===== config.mk =====
export PLATFORM = sky130hd
export DESIGN_NAME = pancake_flip_sorter
export DESIGN_NICKNAME = d
export VERILOG_FILES = /design/src/design/pfs_pkg.sv /design/src/design/pfs_store.sv /design/src/design/pfs_ctrl.sv /design/src/design/pancake_flip_sorter.sv
export SDC_FILE = /design/constraint.sdc
export NUM_CORES = 1
export LEC_CHECK = 0
export BUFFER_PORTS_ARGS = -buffer_cell sky130_fd_sc_hd__clkbuf_2
export CAP_MARGIN = 10
export CORE_MARGIN = 2
export CORE_UTILIZATION = 38
export CTS_CLUSTER_SIZE = 24
export DETAILED_ROUTE_END_ITERATION = 10
export PLACE_DENSITY = 0.51
export SETUP_SLACK_MARGIN = 0.02
export SLEW_MARGIN = 20
export SYNTH_ARGS = -nofsm -noshare
export SYNTH_HDL_FRONTEND = slang
export SYNTH_HIERARCHICAL = 1
export SYNTH_SLANG_ARGS = --single-unit

===== constraint.sdc =====
create_clock -name clk -period 8.5 [get_ports clk]
set_input_delay 0 -clock clk [delete_from_list [all_inputs] [get_ports clk]]
set_output_delay 0 -clock clk [all_outputs]
set_load 0.01 [all_outputs]

===== src/design/pfs_pkg.sv =====
// Package for the pancake flip sorter: sizes, word types, sequencer states
// and the store request struct. No dependencies.
package pfs_pkg;

  localparam int STACK_DEPTH = 32;
  localparam int ADDR_W      = $clog2(STACK_DEPTH);
  localparam int CNT_W       = $clog2(STACK_DEPTH + 1);
  localparam int VALUE_W     = 8;
  localparam int FLIP_W      = 6;

  typedef logic [ADDR_W-1:0]  addr_t;
  typedef logic [CNT_W-1:0]   count_t;
  typedef logic [VALUE_W-1:0] value_t;

  // Input word: one stack element, top first
  typedef struct packed {
    logic [VALUE_W-1:0] diameter;
    logic               end_of_stack;
  } load_word_t;

  // Output word: one flip position, or the terminator
  typedef struct packed {
    logic [FLIP_W-1:0] flip_position;
    logic              last_flip;
  } flip_word_t;

  // Request from the sequencer to the stack store
  typedef struct packed {
    logic   we;
    addr_t  waddr;
    value_t wdata;
    addr_t  raddr_a;
    addr_t  raddr_b;
  } store_req_t;

  // Result offered by the sequencer to the output register
  typedef struct packed {
    logic       valid;
    flip_word_t word;
  } emit_t;

  typedef enum logic [3:0] {
    ST_LOAD,
    ST_SPAN,
    ST_BEST0,
    ST_SCAN,
    ST_DECIDE,
    ST_EMIT_TOP,
    ST_EMIT_SPAN,
    ST_FLIP_RD,
    ST_FLIP_WLO,
    ST_FLIP_WHI,
    ST_TERM
  } state_t;

endpackage


===== src/design/pfs_store.sv =====
// Stack store: one write port and two registered read ports.
// Depends on pfs_pkg.
module pfs_store (
  input  logic                clk,
  input  pfs_pkg::store_req_t req,
  output pfs_pkg::value_t     rd_a,
  output pfs_pkg::value_t     rd_b
);

  pfs_pkg::value_t mem [pfs_pkg::STACK_DEPTH];

  // Write one entry
  always_ff @(posedge clk) begin
    if (req.we) begin
      mem[req.waddr] <= req.wdata;
    end
  end

  // Register both read ports
  always_ff @(posedge clk) begin
    rd_a <= mem[req.raddr_a];
    rd_b <= mem[req.raddr_b];
  end

endmodule


===== src/design/pfs_ctrl.sv =====
// Sequencer of the pancake flip sorter: loads the stack, scans each span
// for its largest value with one comparator, and swaps entries for flips.
// Depends on pfs_pkg.
module pfs_ctrl (
  input  logic                clk,
  input  logic                rst,
  input  logic                load_valid,
  output logic                load_ready,
  input  pfs_pkg::load_word_t load_word,
  output pfs_pkg::store_req_t req,
  input  pfs_pkg::value_t     rd_a,
  input  pfs_pkg::value_t     rd_b,
  output pfs_pkg::emit_t      emit,
  input  logic                out_free
);

  pfs_pkg::state_t state, state_next;
  pfs_pkg::count_t count;
  pfs_pkg::count_t settled;
  pfs_pkg::addr_t  idx;
  pfs_pkg::addr_t  best;
  pfs_pkg::value_t best_val;
  pfs_pkg::addr_t  lo;
  pfs_pkg::addr_t  hi;
  pfs_pkg::value_t hold_val;
  logic            flip_span;

  pfs_pkg::count_t bottom_cnt;
  pfs_pkg::addr_t  bottom;
  logic            room;
  logic            load_fire;

  assign bottom_cnt = count - settled - pfs_pkg::CNT_W'(1);
  assign bottom     = bottom_cnt[pfs_pkg::ADDR_W-1:0];
  assign room       = count < pfs_pkg::CNT_W'(pfs_pkg::STACK_DEPTH);
  assign load_fire  = (state == pfs_pkg::ST_LOAD) && load_valid;

  // Next state
  always_comb begin
    state_next = state;
    unique case (state)
      pfs_pkg::ST_LOAD: begin
        if (load_valid && load_word.end_of_stack) state_next = pfs_pkg::ST_SPAN;
      end
      pfs_pkg::ST_SPAN: begin
        if ((settled + pfs_pkg::CNT_W'(1)) >= count) state_next = pfs_pkg::ST_TERM;
        else state_next = pfs_pkg::ST_BEST0;
      end
      pfs_pkg::ST_BEST0: state_next = pfs_pkg::ST_SCAN;
      pfs_pkg::ST_SCAN: begin
        if (idx == bottom) state_next = pfs_pkg::ST_DECIDE;
      end
      pfs_pkg::ST_DECIDE: begin
        if (best == bottom) state_next = pfs_pkg::ST_SPAN;
        else if (best != '0) state_next = pfs_pkg::ST_EMIT_TOP;
        else state_next = pfs_pkg::ST_EMIT_SPAN;
      end
      pfs_pkg::ST_EMIT_TOP, pfs_pkg::ST_EMIT_SPAN: begin
        if (out_free) state_next = pfs_pkg::ST_FLIP_RD;
      end
      pfs_pkg::ST_FLIP_RD: begin
        if (lo >= hi) begin
          state_next = flip_span ? pfs_pkg::ST_SPAN : pfs_pkg::ST_EMIT_SPAN;
        end else begin
          state_next = pfs_pkg::ST_FLIP_WLO;
        end
      end
      pfs_pkg::ST_FLIP_WLO: state_next = pfs_pkg::ST_FLIP_WHI;
      pfs_pkg::ST_FLIP_WHI: state_next = pfs_pkg::ST_FLIP_RD;
      pfs_pkg::ST_TERM: begin
        if (out_free) state_next = pfs_pkg::ST_LOAD;
      end
      default: state_next = pfs_pkg::ST_LOAD;
    endcase
  end

  // Outputs: store request, offered result, load handshake
  always_comb begin
    load_ready   = 1'b0;
    req.we       = 1'b0;
    req.waddr    = lo;
    req.wdata    = rd_b;
    req.raddr_a  = idx;
    req.raddr_b  = hi;
    emit.valid   = 1'b0;
    emit.word.flip_position = '0;
    emit.word.last_flip     = 1'b0;
    unique case (state)
      pfs_pkg::ST_LOAD: begin
        load_ready = 1'b1;
        req.we     = load_valid && room;
        req.waddr  = count[pfs_pkg::ADDR_W-1:0];
        req.wdata  = load_word.diameter;
      end
      pfs_pkg::ST_SPAN: req.raddr_a = bottom;
      pfs_pkg::ST_BEST0: req.raddr_a = idx;
      pfs_pkg::ST_SCAN: req.raddr_a = idx + pfs_pkg::ADDR_W'(1);
      pfs_pkg::ST_DECIDE: ;
      pfs_pkg::ST_EMIT_TOP: begin
        emit.valid = 1'b1;
        emit.word.flip_position =
          pfs_pkg::FLIP_W'(count - pfs_pkg::CNT_W'(best));
      end
      pfs_pkg::ST_EMIT_SPAN: begin
        emit.valid = 1'b1;
        emit.word.flip_position =
          pfs_pkg::FLIP_W'(settled + pfs_pkg::CNT_W'(1));
      end
      pfs_pkg::ST_FLIP_RD: begin
        req.raddr_a = lo;
        req.raddr_b = hi;
      end
      pfs_pkg::ST_FLIP_WLO: begin
        req.we    = 1'b1;
        req.waddr = lo;
        req.wdata = rd_b;
      end
      pfs_pkg::ST_FLIP_WHI: begin
        req.we    = 1'b1;
        req.waddr = hi;
        req.wdata = hold_val;
      end
      pfs_pkg::ST_TERM: begin
        emit.valid          = 1'b1;
        emit.word.last_flip = 1'b1;
      end
      default: ;
    endcase
  end

  // State register
  always_ff @(posedge clk) begin
    if (rst) begin
      state <= pfs_pkg::ST_LOAD;
    end else begin
      state <= state_next;
    end
  end

  // Element count and settled span count
  always_ff @(posedge clk) begin
    if (rst) begin
      count   <= '0;
      settled <= '0;
    end else begin
      if (load_fire && room) begin
        count <= count + pfs_pkg::CNT_W'(1);
      end
      if (state == pfs_pkg::ST_DECIDE && best == bottom) begin
        settled <= settled + pfs_pkg::CNT_W'(1);
      end
      if (state == pfs_pkg::ST_FLIP_RD && lo >= hi && flip_span) begin
        settled <= settled + pfs_pkg::CNT_W'(1);
      end
      if (state == pfs_pkg::ST_TERM && out_free) begin
        count   <= '0;
        settled <= '0;
      end
    end
  end

  // Scan for the largest value and step through the swaps of a flip
  always_ff @(posedge clk) begin
    unique case (state)
      pfs_pkg::ST_SPAN: begin
        idx  <= '0;
        best <= bottom;
      end
      pfs_pkg::ST_BEST0: best_val <= rd_a;
      pfs_pkg::ST_SCAN: begin
        if (best_val < rd_a) begin
          best     <= idx;
          best_val <= rd_a;
        end
        idx <= idx + pfs_pkg::ADDR_W'(1);
      end
      pfs_pkg::ST_EMIT_TOP: begin
        lo        <= '0;
        hi        <= best;
        flip_span <= 1'b0;
      end
      pfs_pkg::ST_EMIT_SPAN: begin
        lo        <= '0;
        hi        <= bottom;
        flip_span <= 1'b1;
      end
      pfs_pkg::ST_FLIP_WLO: hold_val <= rd_a;
      pfs_pkg::ST_FLIP_WHI: begin
        lo <= lo + pfs_pkg::ADDR_W'(1);
        hi <= hi - pfs_pkg::ADDR_W'(1);
      end
      default: ;
    endcase
  end

endmodule


===== src/design/pancake_flip_sorter.sv =====
// Pancake flip sorter: takes one stack word per cycle while loading; after
// the word marked end_of_stack it sorts by prefix reversals and emits each
// flip position, then a 0 marked last. The store is a two-read-port RAM;
// a span scan uses one comparator and a flip swaps each pair by a read, a
// low write and a high write; loading stops until the terminator has been
// passed to the output register. Synchronous reset empties the stack.
module pancake_flip_sorter (
  input  logic                clk,
  input  logic                rst,
  input  logic                load_valid,
  output logic                load_ready,
  input  pfs_pkg::load_word_t load_word,
  output logic                flip_valid,
  input  logic                flip_ready,
  output pfs_pkg::flip_word_t flip_word
);

  pfs_pkg::store_req_t req;
  pfs_pkg::value_t     rd_a;
  pfs_pkg::value_t     rd_b;
  pfs_pkg::emit_t      emit;
  logic                out_free;

  assign out_free = !flip_valid || flip_ready;

  pfs_store u_store (
    .clk  (clk),
    .req  (req),
    .rd_a (rd_a),
    .rd_b (rd_b)
  );

  pfs_ctrl u_ctrl (
    .clk        (clk),
    .rst        (rst),
    .load_valid (load_valid),
    .load_ready (load_ready),
    .load_word  (load_word),
    .req        (req),
    .rd_a       (rd_a),
    .rd_b       (rd_b),
    .emit       (emit),
    .out_free   (out_free)
  );

  // Hold the output word until taken
  always_ff @(posedge clk) begin
    if (rst) begin
      flip_valid <= 1'b0;
    end else if (out_free) begin
      flip_valid <= emit.valid;
    end
  end

  always_ff @(posedge clk) begin
    if (out_free && emit.valid) begin
      flip_word <= emit.word;
    end
  end

endmodule

## Yosys cells after proc, flatten, opt, wreduce, memory -nomap -nowiden

Memory sizes are Yosys's and may differ from the RTL's. A register that Yosys moved wholly into a read port is not among the register bits.
Cells that the tools add are included.

- Bits in registers: 61
- Bits in writable memories: 256
- Input bits: 13
- Logic and storage cells: 96
- Output and inout port bits: 9
- Memories kept: 1

- Order comparisons: 4
- Multiplexer cells: 28
- Add/subtract/negate cells: 8
- Reduce and logical (&&, ||, !) cells: 25
- Eq/ne operators: 17

Memory list:

| memory | words | bits a word | read ports | clocked after Yosys merged registers in | wr ports | RTL line | source |
|---|---|---|---|---|---|---|---|
| u_store.mem | 32 | 8 | 2 | 2 | 1 | pfs_store.sv:10 | `pfs_pkg::value_t mem [pfs_pkg::STACK_DEPTH];` |

Operators with widths:

| kind | count |
|---|---|
| 14-bit case mux with 3 select lines | 1 |
| 4-bit case mux with 10 select lines | 1 |
| 5-bit case mux with 2 select lines | 3 |
| 5-bit case mux with 3 select lines | 2 |
| 4-bit two-way mux | 7 |
| 4-bit by 3-bit equality test with 1-bit output, second input constant | 4 |
| 8-bit case mux with 2 select lines | 1 |
| 6-bit by 1-bit adder with 6-bit output, second input constant | 2 |
| 4-bit equality test, second input constant | 3 |
| 6-bit two-way mux | 2 |
| 6-bit case mux with 2 select lines | 1 |
| 5-bit by 1-bit adder with 5-bit output, second input constant | 2 |
| 5-bit equality test | 2 |
| 2-bit nonzero test | 5 |
| 5-bit by 1-bit subtractor with 5-bit output, second input constant | 2 |
| 1-bit logical AND | 9 |
| 4-bit by 2-bit equality test with 1-bit output, second input constant | 2 |
| 8-bit < comparator | 1 |
| 8-bit two-way mux | 1 |
| 6-bit >= comparator | 1 |
| 6-bit < comparator, second input constant | 1 |
| 2-bit by 1-bit != test with 1-bit output, second input constant | 3 |
| 6-bit by 5-bit subtractor with 6-bit output | 1 |
| 5-bit >= comparator | 1 |
| 17 further kinds | 24 |

## Depth between registers and ports, before layout

Gate-level depths: netlist of run 1.

- Depth in word-level cells: 6
- Gate-level depth with buffers: 14
- Gate-level depth less buffers: 12

## By module

The synthesis of run 1 kept the hierarchy.

By module, submodules not included:

| module | seq. area each (µm²) | cells an instance | instances | area each (µm²) |
|---|---|---|---|---|
| pfs_store | 8007.7 | 532 | 1 | 12208.0 |
| pfs_ctrl | 1431.4 | 415 | 1 | 3767.4 |
| pancake_flip_sorter | 230.2 | 12 | 1 | 265.3 |

## Least setup slack after synthesis of run 1

No wires, ideal clock.

- Kind: register to register
- From: register u_ctrl.settled[0]
- To: register u_store.rd_a[0], read port of u_store.mem
- Data required time: 8.379 ns
- Library setup time: 0.121 ns
- Stages on the path, launching flop included: 13
- Path buffers: 2
- Slack: 5.141 ns
- Arrival: 3.238 ns
- Period minus slack after synthesis: 3.359 ns
- Cell sequence: dfxtp_1 > inv_1 > ha_1 > inv_1 > fa_1 > nor3_1 > a21oi_1 > o21ai_0 > clkbuf_1 > buf_1 > mux4_2 > mux4_2 > mux2_2

RTL lines:

| what | RTL line | source |
|---|---|---|
| start: declaration | pfs_ctrl.sv:19 | `pfs_pkg::count_t settled;` |
| start signal: assignment | pfs_ctrl.sv:150 | `settled <= settled + pfs_pkg::CNT_W'(1);` |
| start signal: assignment | pfs_ctrl.sv:153 | `settled <= settled + pfs_pkg::CNT_W'(1);` |
| end: declaration | pfs_store.sv:6 | `output pfs_pkg::value_t rd_a,` |

==> results_dict.tcl, run 1 <==
set metrics [dict create \
    synth_common_cells "edfxtp_1, mux4_2, nor2_1, nand2_1, inv_1" \
    hold_path.class "in2reg" \
    cts-buffers-inserted 37 \
    syn_avg_cell_area_um2 16.9 \
    syn-instance-count 959 \
    min_period_ns 4.48 \
    yosysTopAreaCellShare_pct 55.5 \
    worst_pin_slew_ns 1.19 \
    cts_resized 0 \
    post-synth-top-count-cell "edfxtp_1" \
    synth_compound_area_share_pct 4.19 \
    ys_seq_area_share_pct 59.5 \
    io_buffers 21 \
    post_cts_buffers 0 \
    synth_edf_count 300 \
    r2r-end "u_store/rd_a[3]" \
    grt_pass1_wl_um 62900 \
    n_antenna_cell 0 \
    fin_skew_ns 0.0251 \
    grt_pass1_vias 9267 \
    max_stage_delay_ns 0.78 \
    die_y_um 211 \
    clk_latency_ns 0.56 \
    final_nets 1049 \
    cts_htree_levels 2 \
    routed_wl_um 42700 \
    cap_viol_max_count 0 \
    power.density_nw_per_um2 374 \
    cp_num_buf_inv 3 \
    dieWidth_um 211 \
    overflow 0 \
    multi_input_area_um2 6240 \
    yosysWarnings 6 \
    dp_slack_ns 3.97 \
    setup_tns_ns 0 \
    path_max_fanout 42 \
    drt-wirelength-per-cell_um 27.2 \
    rows 75 \
    crit_path_end "u_store/rd_a[3]" \
    fill_cells 3699 \
    clock_sinks 333 \
    drive_gt1_share_pct 29.9 \
    initial_utilization_pct 38.6 \
    yosys.area_share.xor_xnor_pct 2.38 \
    syn2layout_area_growth_pct 12.5 \
    critPathLaunch "u_ctrl/state[2]" \
    setup_viol 0 \
    slew_viol_final 0 \
    r2r.worst_path.cells 9 \
    hpwl_um 28500 \
    arrival_ns 4.91 \
    ios 22 \
    final_hold_viol_count 0 \
    cts_tree "built" \
    synthArstFlopShare_pct 0 \
    run_status "finished clean" \
    worst_setup_path_end_kind "flop" \
    synth_nets 1006 \
    setup_slack_ns 4.02 \
    crit_chain "inv_1 > nor2_1 > o21ai_0 > o21ai_4 > buf_4 > buf_4 > mux4_2 > mux4_2 > mux2_2" \
    critPathSlowestCell "dfxtp_1" \
    required_ns 8.93 \
    grt_start_max_net_pins 44 \
    cp.depth 9 \
    netlist_area_um2 16200 \
    synth-simple-area-share_pct 5.22 \
    relSlewSlack_pct 20.5 \
    critPathLaunchType "flop" \
    finalCritPeriodShare_pct 52.7 \
    yosysTopAreaCell "edfxtp_1" \
    ctsLongestPathBuffers 3 \
    p_leak_nw 6.08 \
    dr.pass1.iters 7 \
    design.die.area_um2 44400 \
    remaining_drc_errors 0 \
    muxShareOfSynthArea_pct 23.5 \
    synth_cell_types 57 \
    place.gp.congestion 0.871 \
    avgViaCountPerCell 5.91 \
    cpLargestDelayFamily "buffers and inverters" \
    cts_root_buffer "clkbuf_16" \
    synth_top_family_by_area "multiplexers" \
    ant_nets 0 \
    vias 9284 \
    synthAdderAreaFrac_pct 2.71 \
    grtUsageTotal_pct 19.6 \
    synthFlopType "edfxtp_1" \
    synthTopCellsByArea "edfxtp_1, mux4_2, dfxtp_1" \
    crit_type "reg2reg" \
    reg2reg_slack_ns 4.02 \
    rsz0062_at_grt "false" \
    drt_iter0_markers 886 \
    ir_drop_v 0.000171 \
    r2r_start "u_ctrl/state[2]" \
    core_um2 42000 \
    antenna_found_initial 2 \
    regArea_um2 9670 \
    clkTransAtPathRegs_ns 0.06 \
    synth-seq-cells 333 \
    max_freq_mhz 223 \
]
cells in the final DEF, fill, tap and decap left out, types with 8 or more instances in the layout:
| cell type | instances |
|---|---|
| xor2_1 | 11 |
| nand3_1 | 22 |
| buf_4 | 31 |
| a21o_1 | 12 |
| a22oi_1 | 17 |
| clkbuf_16 | 38 |
| inv_1 | 38 |
| a21oi_1 | 16 |
| xnor2_1 | 21 |
| mux4_2 | 160 |
| clkbuf_2 | 21 |
| edfxtp_1 | 300 |
| clkbuf_1 | 10 |
| nor2_1 | 68 |
| nor2_2 | 8 |
| o21ai_0 | 19 |
| ha_1 | 32 |
| mux2_2 | 17 |
| dfxtp_1 | 33 |
| nand2_1 | 49 |
where the power goes:
group / switching [mW] / leakage [nW] / total, mW / internal, mW
sequential: 0.170 / 2.99 / 2.58 / 2.41
combinational: 1.56 / 2.52 / 2.68 / 1.12
clock: 0.664 / 0.564 / 1.56 / 0.901
total: 2.39 / 6.08 / 6.83 / 4.44
how the worst min path moves through the flow:
stage / start / endpoint / slack [ns] / cells past startpoint
after floorplan: rst / flip_valid / 0.06 / 1
after global placement: rst / flip_valid / 0.32 / 2
after detailed placement: rst / flip_valid / 0.31 / 2
after CTS: load_valid / u_ctrl/count[0] / 0.03 / 5
after global routing: load_valid / u_ctrl/count[3] / 0.08 / 5
final: load_valid / u_ctrl/count[3] / 0.05 / 5
registers in the layout (all words and copies together) (netlist names):
signal            flops
flip_valid            1
flip_word             7
u_ctrl/best           5
u_ctrl/best_val       8
u_ctrl/count          6
u_ctrl/flip_span      1
u_ctrl/hi             5
u_ctrl/hold_val       8
u_ctrl/idx            5
u_ctrl/lo             5
u_ctrl/settled        6
u_ctrl/state          4
u_store/mem         256
u_store/rd_a          8
u_store/rd_b          8
logic make-up (layout without fill, tap and decap cells):
group,Yosys count,after routing
AOI/OAI and AO/OA,100,100
xor gates and xnor gates,37,37
adders and majority gates,34,34
buffers and inverters,90,162
DFF,333,333
muxes,179,179
and+or+nand+nor,186,186
metal layers:
metal	part of all wire, %	wire (µm)	global-route usage, %
met1	44	18900	27.9
met2	47	20000	30.9
met3	5.9	2500	3.17
met4	2.8	1200	6.51
met5	0.030	13	0
layout make-up:
type,count,share of cell area [%]
Timing Repair Buffer,55,2.01
Inverter,39,0.801
Clock inverter,19,0.979
Multi-Input combinational cell,536,34.1
Clock buffer,49,5.48
Tap cell,539,3.69
Sequential cell,333,52.9
metrics by stage:
| step | cells | instance area [µm²] | hold WS [ns] | utilization [%] | total power, mW |
|---|---|---|---|---|---|
| after floorplan | 959 | 16200 | 0.0624 | - | 4.47 |
| after global placement | 1499 | 17000 | 0.317 | 40.5 | 5.30 |
| after detailed placement | 1499 | 17000 | 0.315 | 40.6 | 5.31 |
| after CTS | 1570 | 18300 | 0.0250 | 43.4 | 6.90 |
| after global routing | 1570 | 18300 | 0.0774 | 43.5 | 7.17 |
| final | 1570 | 18300 | 0.0467 | 43.5 | 6.83 |
worst register-to-register path, cell delays in order, from the launching register on:
cell and delay, ns:
dfxtp_1 0.78, inv_1 0.28, nor2_1 0.35, o21ai_0 0.21
o21ai_4 0.10, buf_4 0.42, buf_4 0.77, mux4_2 0.60
mux4_2 0.57, mux2_2 0.29
timing repair:
action,in CTS,in global routing
hold buffers,3,0
endpoints found under the setup margin,0,0
endpoints found under the hold margin,6,0
(Power assumes the default switching activity.)
==> inputs of run 2 (changes only) <==
--- a/config.mk
+++ b/config.mk
@@ -11,7 +11,7 @@
 export CORE_UTILIZATION = 38
 export CTS_CLUSTER_SIZE = 24
 export DETAILED_ROUTE_END_ITERATION = 10
-export PLACE_DENSITY = 0.51
+export PLACE_DENSITY = 0.53
 export SETUP_SLACK_MARGIN = 0.02
 export SLEW_MARGIN = 20
 export SYNTH_ARGS = -nofsm -noshare
==> constraint.sdc (replaced) <==
create_clock -name clk -period 3.9 [get_ports clk]
set_input_delay 0 -clock clk [delete_from_list [all_inputs] [get_ports clk]]
set_output_delay 0 -clock clk [all_outputs]
set_load 0.01 [all_outputs]
==> results_dict.tcl, run 2 (synthesized netlist as in run 1, its figures left out) <==
set metrics [dict create \
    run_status "finished clean" \
    ctsLongestPathBuffers 3 \
    crit_chain "ha_1 > inv_1 > fa_1 > nand2b_1 > o2bb2ai_1 > xor2_1 > a21oi_1 > a2111oi_0 > nor2_2 > buf_4 > mux4_2 > mux2_2" \
    grt_pass1_vias 9591 \
    rsz0062_at_grt "false" \
    core_um2 42000 \
    avgViaCountPerCell 5.82 \
    dp_slack_ns 0.466 \
    design.die.area_um2 44400 \
    initial_utilization_pct 38.6 \
    syn2layout_area_growth_pct 14.6 \
    cts_tree "built" \
    grtUsageMet2_pct 31.5 \
    top_usage_layer "met2" \
    cp.depth 12 \
    n_antenna_cell 0 \
    finalPower_mw 15.3 \
    finalCritPeriodShare_pct 89.5 \
    overflow 0 \
    largest_reg_flops 256 \
    cts_resized 0 \
    placed_area_um2 17400 \
    final_hold_viol_count 0 \
    setup_tns_ns 0 \
    clkTransAtPathRegs_ns 0.06 \
    clk_latency_ns 0.54 \
    cts-buffers-inserted 38 \
    layout_commonest_cell "edfxtp_1" \
    worst_setup_path_end_kind "flop" \
    setup_viol 0 \
    drt_iter0_markers 975 \
    setup_slack_ns 0.410 \
    ant_nets 0 \
    final_nets 1089 \
    critPathLaunch "u_ctrl/count[0]" \
    ios 22 \
    slew_viol_final 0 \
    reg2reg_slack_ns 0.41 \
    r2r.worst_path.cells 12 \
    grtUsageTotal_pct 19.9 \
    vias 9376 \
    crit_type "reg2reg" \
    required_ns 4.31 \
    arrival_ns 3.90 \
    hold_path.class "in2reg" \
    place.gp.congestion 0.847 \
    drt-wirelength-per-cell_um 26.8 \
    antenna_found_initial 1 \
    cts_htree_levels 2 \
    ir_drop_v 0.000354 \
    dr.pass1.iters 5 \
    cts_root_buffer "clkbuf_16" \
    path_max_fanout 16 \
    io_buffers 21 \
    relSlewSlack_pct 38.7 \
    grt_pass1_wl_um 64100 \
    cp_num_buf_inv 2 \
    grt_start_max_net_pins 54 \
    power.density_nw_per_um2 821 \
    postLayoutCellArea_um2 18600 \
    max_stage_delay_ns 0.42 \
    grt_util_met1_pct 28.1 \
    use_met3_pct 4.34 \
    clock_sinks 333 \
    rows 75 \
    remaining_drc_errors 0 \
    drive_gt1_share_pct 31.2 \
    worst_pin_slew_ns 0.917 \
    dieWidth_um 211 \
    p_leak_nw 6.32 \
    routed_wl_um 43200 \
    cpLargestDelayFamily "compound AO/OA/AOI/OAI gates" \
    hpwl_um 29200 \
    critPathSlowestCell "dfxtp_1" \
    top_register "u_store/mem" \
    fin_skew_ns 0.0253 \
    r2r-end "u_store/rd_a[7]" \
    min_period_ns 3.49 \
    critPathLaunchType "flop" \
    max_freq_mhz 287 \
    cap_viol_max_count 0 \
    crit_path_end "u_store/rd_a[7]" \
    r2r_start "u_ctrl/count[0]" \
    layout_common_cells "edfxtp_1, mux4_2, nor2_1" \
    die_y_um 211 \
]
==> run 2: final cells by class <==
| class | count | area [µm²] |
|---|---|---|
| fill | 3624 | 23400 |
| sequential | 333 | 9670 |
| multi-input combinational | 536 | 6210 |
| clock buffer | 51 | 1030 |
| timing repair buffer | 94 | 698 |
| tap | 539 | 674 |
| clock inverter | 19 | 191 |
| inverter | 39 | 146 |
==> run 2: worst min path at each step <==
stage	startpoint	endpoint	depth (start not counted)
after floorplan	rst	flip_valid	1
after global placement	rst	flip_valid	2
after detailed placement	rst	flip_valid	2
after CTS	load_valid	u_ctrl/count[3]	5
after global routing	load_valid	u_ctrl/count[3]	5
final	load_valid	u_ctrl/count[3]	5
==> run 2: routing by layer <==
layer,vias up,routed length (µm)
met5,-,13
met4,2,858
met3,62,3350
met2,398,20200
met1,4863,18800
li1,4051,-
==> run 2: through the flow <==
stage / utilization, % / instances / hold slack [ns]
after floorplan: - / 959 / 0.0624
after global placement: 41.3 / 1538 / 0.321
after detailed placement: 41.3 / 1538 / 0.329
after CTS: 44.3 / 1611 / 0.0152
after global routing: 44.3 / 1611 / 0.0516
final: 44.3 / 1611 / 0.0227
==> run 2: tightest hold or removal path: stages <==
cell,delay (ns)
clkbuf_2,0.10
nor2b_1,0.15
nand4_1,0.13
xnor2_1,0.07
nor2_1,0.07
==> run 2: power by group <==
group | internal (mW) | leakage, nW | switching, mW
combinational | 2.71 | 2.74 | 3.53
sequential | 5.23 | 2.99 | 0.324
clock | 2.07 | 0.596 | 1.43
total | 10.0 | 6.32 | 5.29
==> run 2: repair_timing <==
item / CTS / global route
buffers inserted: 0 / 0
hold buffers: 3 / 0
endpoints found under the hold margin: 6 / 0
==> inputs of run 3 (changes only) <==
--- a/config.mk
+++ b/config.mk
@@ -7,6 +7,7 @@
 export LEC_CHECK = 0
 export BUFFER_PORTS_ARGS = -buffer_cell sky130_fd_sc_hd__clkbuf_2
 export CAP_MARGIN = 10
+export CORE_ASPECT_RATIO = 0.9
 export CORE_MARGIN = 2
 export CORE_UTILIZATION = 38
 export CTS_CLUSTER_SIZE = 24
==> results_dict.tcl, run 3 (synthesized netlist as in run 1, its figures left out) <==
set metrics [dict create \
    drt_iter0_markers 1093 \
    critPathLaunchType "flop" \
    rsz0062_at_grt "false" \
    setup_viol 0 \
    cts_tree "built" \
    hold_start "load_valid" \
    rows 71 \
    min_period_ns 3.54 \
    crit_chain "inv_1 > fa_1 > nand2b_1 > o2bb2ai_1 > xor2_1 > a21oi_1 > a2111oi_0 > nor2_2 > buf_4 > mux4_2 > mux2_2" \
    design.die.area_um2 44400 \
    finalPower_mw 15.5 \
    placed_area_um2 17400 \
    crit_type "reg2reg" \
    worst_setup_path_end_kind "flop" \
    critPathSlowestCell "dfxtp_1" \
    path_max_fanout 16 \
    fill_cells 3653 \
    cts-buffers-inserted 38 \
    cp_num_buf_inv 2 \
    n_antenna_cell 0 \
    cts_htree_levels 2 \
    max_stage_delay_ns 0.50 \
    arrival_ns 3.97 \
    grtUsageTotal_pct 19.8 \
    utilization_pct 44.5 \
    p_leak_nw 6.36 \
    cts_root_buffer "clkbuf_16" \
    layout_commonest_cell "edfxtp_1" \
    postLayoutCellArea_um2 18700 \
    overflow 0 \
    dieWidth_um 222 \
    ios 22 \
    grt_start_max_net_pins 67 \
    r2r-end "u_store/rd_a[7]" \
    hold_path.class "in2reg" \
    clock_sinks 333 \
    dr.pass1.iters 6 \
    worst_pin_slew_ns 0.872 \
    core_um2 42000 \
    routed_wl_um 43300 \
    cpLargestDelayFamily "compound AO/OA/AOI/OAI gates" \
    hold_depth 5 \
    cap_viol_max_count 0 \
    required_ns 4.33 \
    max_freq_mhz 283 \
    drt-wirelength-per-cell_um 26.7 \
    antenna_found_initial 1 \
    final_hold_viol_count 0 \
    setup_tns_ns 0 \
    remaining_drc_errors 0 \
    power.density_nw_per_um2 828 \
    run_status "finished clean" \
    hpwl_um 29100 \
    largest_reg_flops 256 \
    ant_nets 0 \
    cts_resized 0 \
    r2r_start "u_ctrl/count[1]" \
    layout_common_cells "edfxtp_1, mux4_2, nor2_1" \
    io_buffers 21 \
    top_register "u_store/mem" \
    avgViaCountPerCell 5.74 \
    clk_latency_ns 0.55 \
    clkTransAtPathRegs_ns 0.06 \
    place.gp.congestion 0.825 \
    initial_utilization_pct 38.7 \
    relSlewSlack_pct 41.6 \
    vias 9309 \
    r2r.worst_path.cells 11 \
    reg2reg_slack_ns 0.36 \
    die_y_um 200 \
    fin_skew_ns 0.0146 \
    final_nets 1094 \
    ir_drop_v 0.000601 \
    grt_pass1_wl_um 64100 \
    min_to "u_ctrl/count[0]" \
    ctsLongestPathBuffers 3 \
    syn2layout_area_growth_pct 15.1 \
    finalCritPeriodShare_pct 90.7 \
    grt_pass1_vias 9362 \
    drive_gt1_share_pct 31.4 \
    slew_viol_final 0 \
]
run 3: cell type report:
| cell class | count | area (µm²) | area share (%) |
|---|---|---|---|
| clock buffer | 56 | 1120 | 6.00 |
| clock inverter | 13 | 111 | 0.596 |
| inverter | 39 | 146 | 0.783 |
| multi-input combinational | 536 | 6200 | 33.2 |
| sequential | 333 | 9670 | 51.7 |
| tap | 547 | 684 | 3.66 |
| timing repair buffer | 99 | 756 | 4.04 |
run 3: power breakdown:
group          internal [mW]  switching [mW]
registers               5.22           0.393
logic                   2.74            3.57
clock network           2.12            1.43
total                   10.1            5.39
run 3: how the worst max path moves through the flow:
stage	cells after the start	endpoint	slack, ns	from
after detailed placement	11	u_store/rd_a[2]	0.43	u_ctrl/count[1]
after floorplan	12	u_store/rd_a[0]	0.54	u_ctrl/settled[0]
after CTS	11	u_store/rd_a[2]	0.42	u_ctrl/count[1]
final	11	u_store/rd_a[7]	0.36	u_ctrl/count[1]
after global placement	11	u_store/rd_a[7]	0.46	u_ctrl/count[1]
after global routing	11	u_store/rd_a[7]	0.09	u_ctrl/count[1]
run 3: per-stage QoR:
step                      std cells  hold WS [ns]  setup slack, ns
after global placement         1548         0.285            0.459
final                          1623        0.0246            0.364
after detailed placement       1548         0.299            0.431
after CTS                      1623        0.0186            0.422
after floorplan                 959        0.0624            0.541
after global routing           1623        0.0635           0.0876
run 3: layer usage:
metal	up-vias	global-route usage [%]	wire length, µm
li1	4058	-	-
met5	-	0	0
met4	0	4.63	823
met2	334	28.6	18900
met3	53	4.46	3220
met1	4864	30.4	20400
run 3: what timing repair did:
item | in CTS | in global routing
setup endpoints to repair | 0 | 0
hold endpoints to repair | 8 | 0
buffers inserted | 0 | 0
hold buffers | 6 | 0
run 3: worst register-to-register path, delay by kind of cell, from the launching register on:
kind                       cells  cell delay [ns]
AOI/OAI and AO/OA              3             0.78
xor gates and xnor gates       1             0.28
adders and majority gates      1             0.48
buffers and inverters          2             0.43
DFF                            1             0.50
muxes                          2             0.72
and+or+nand+nor                2             0.23
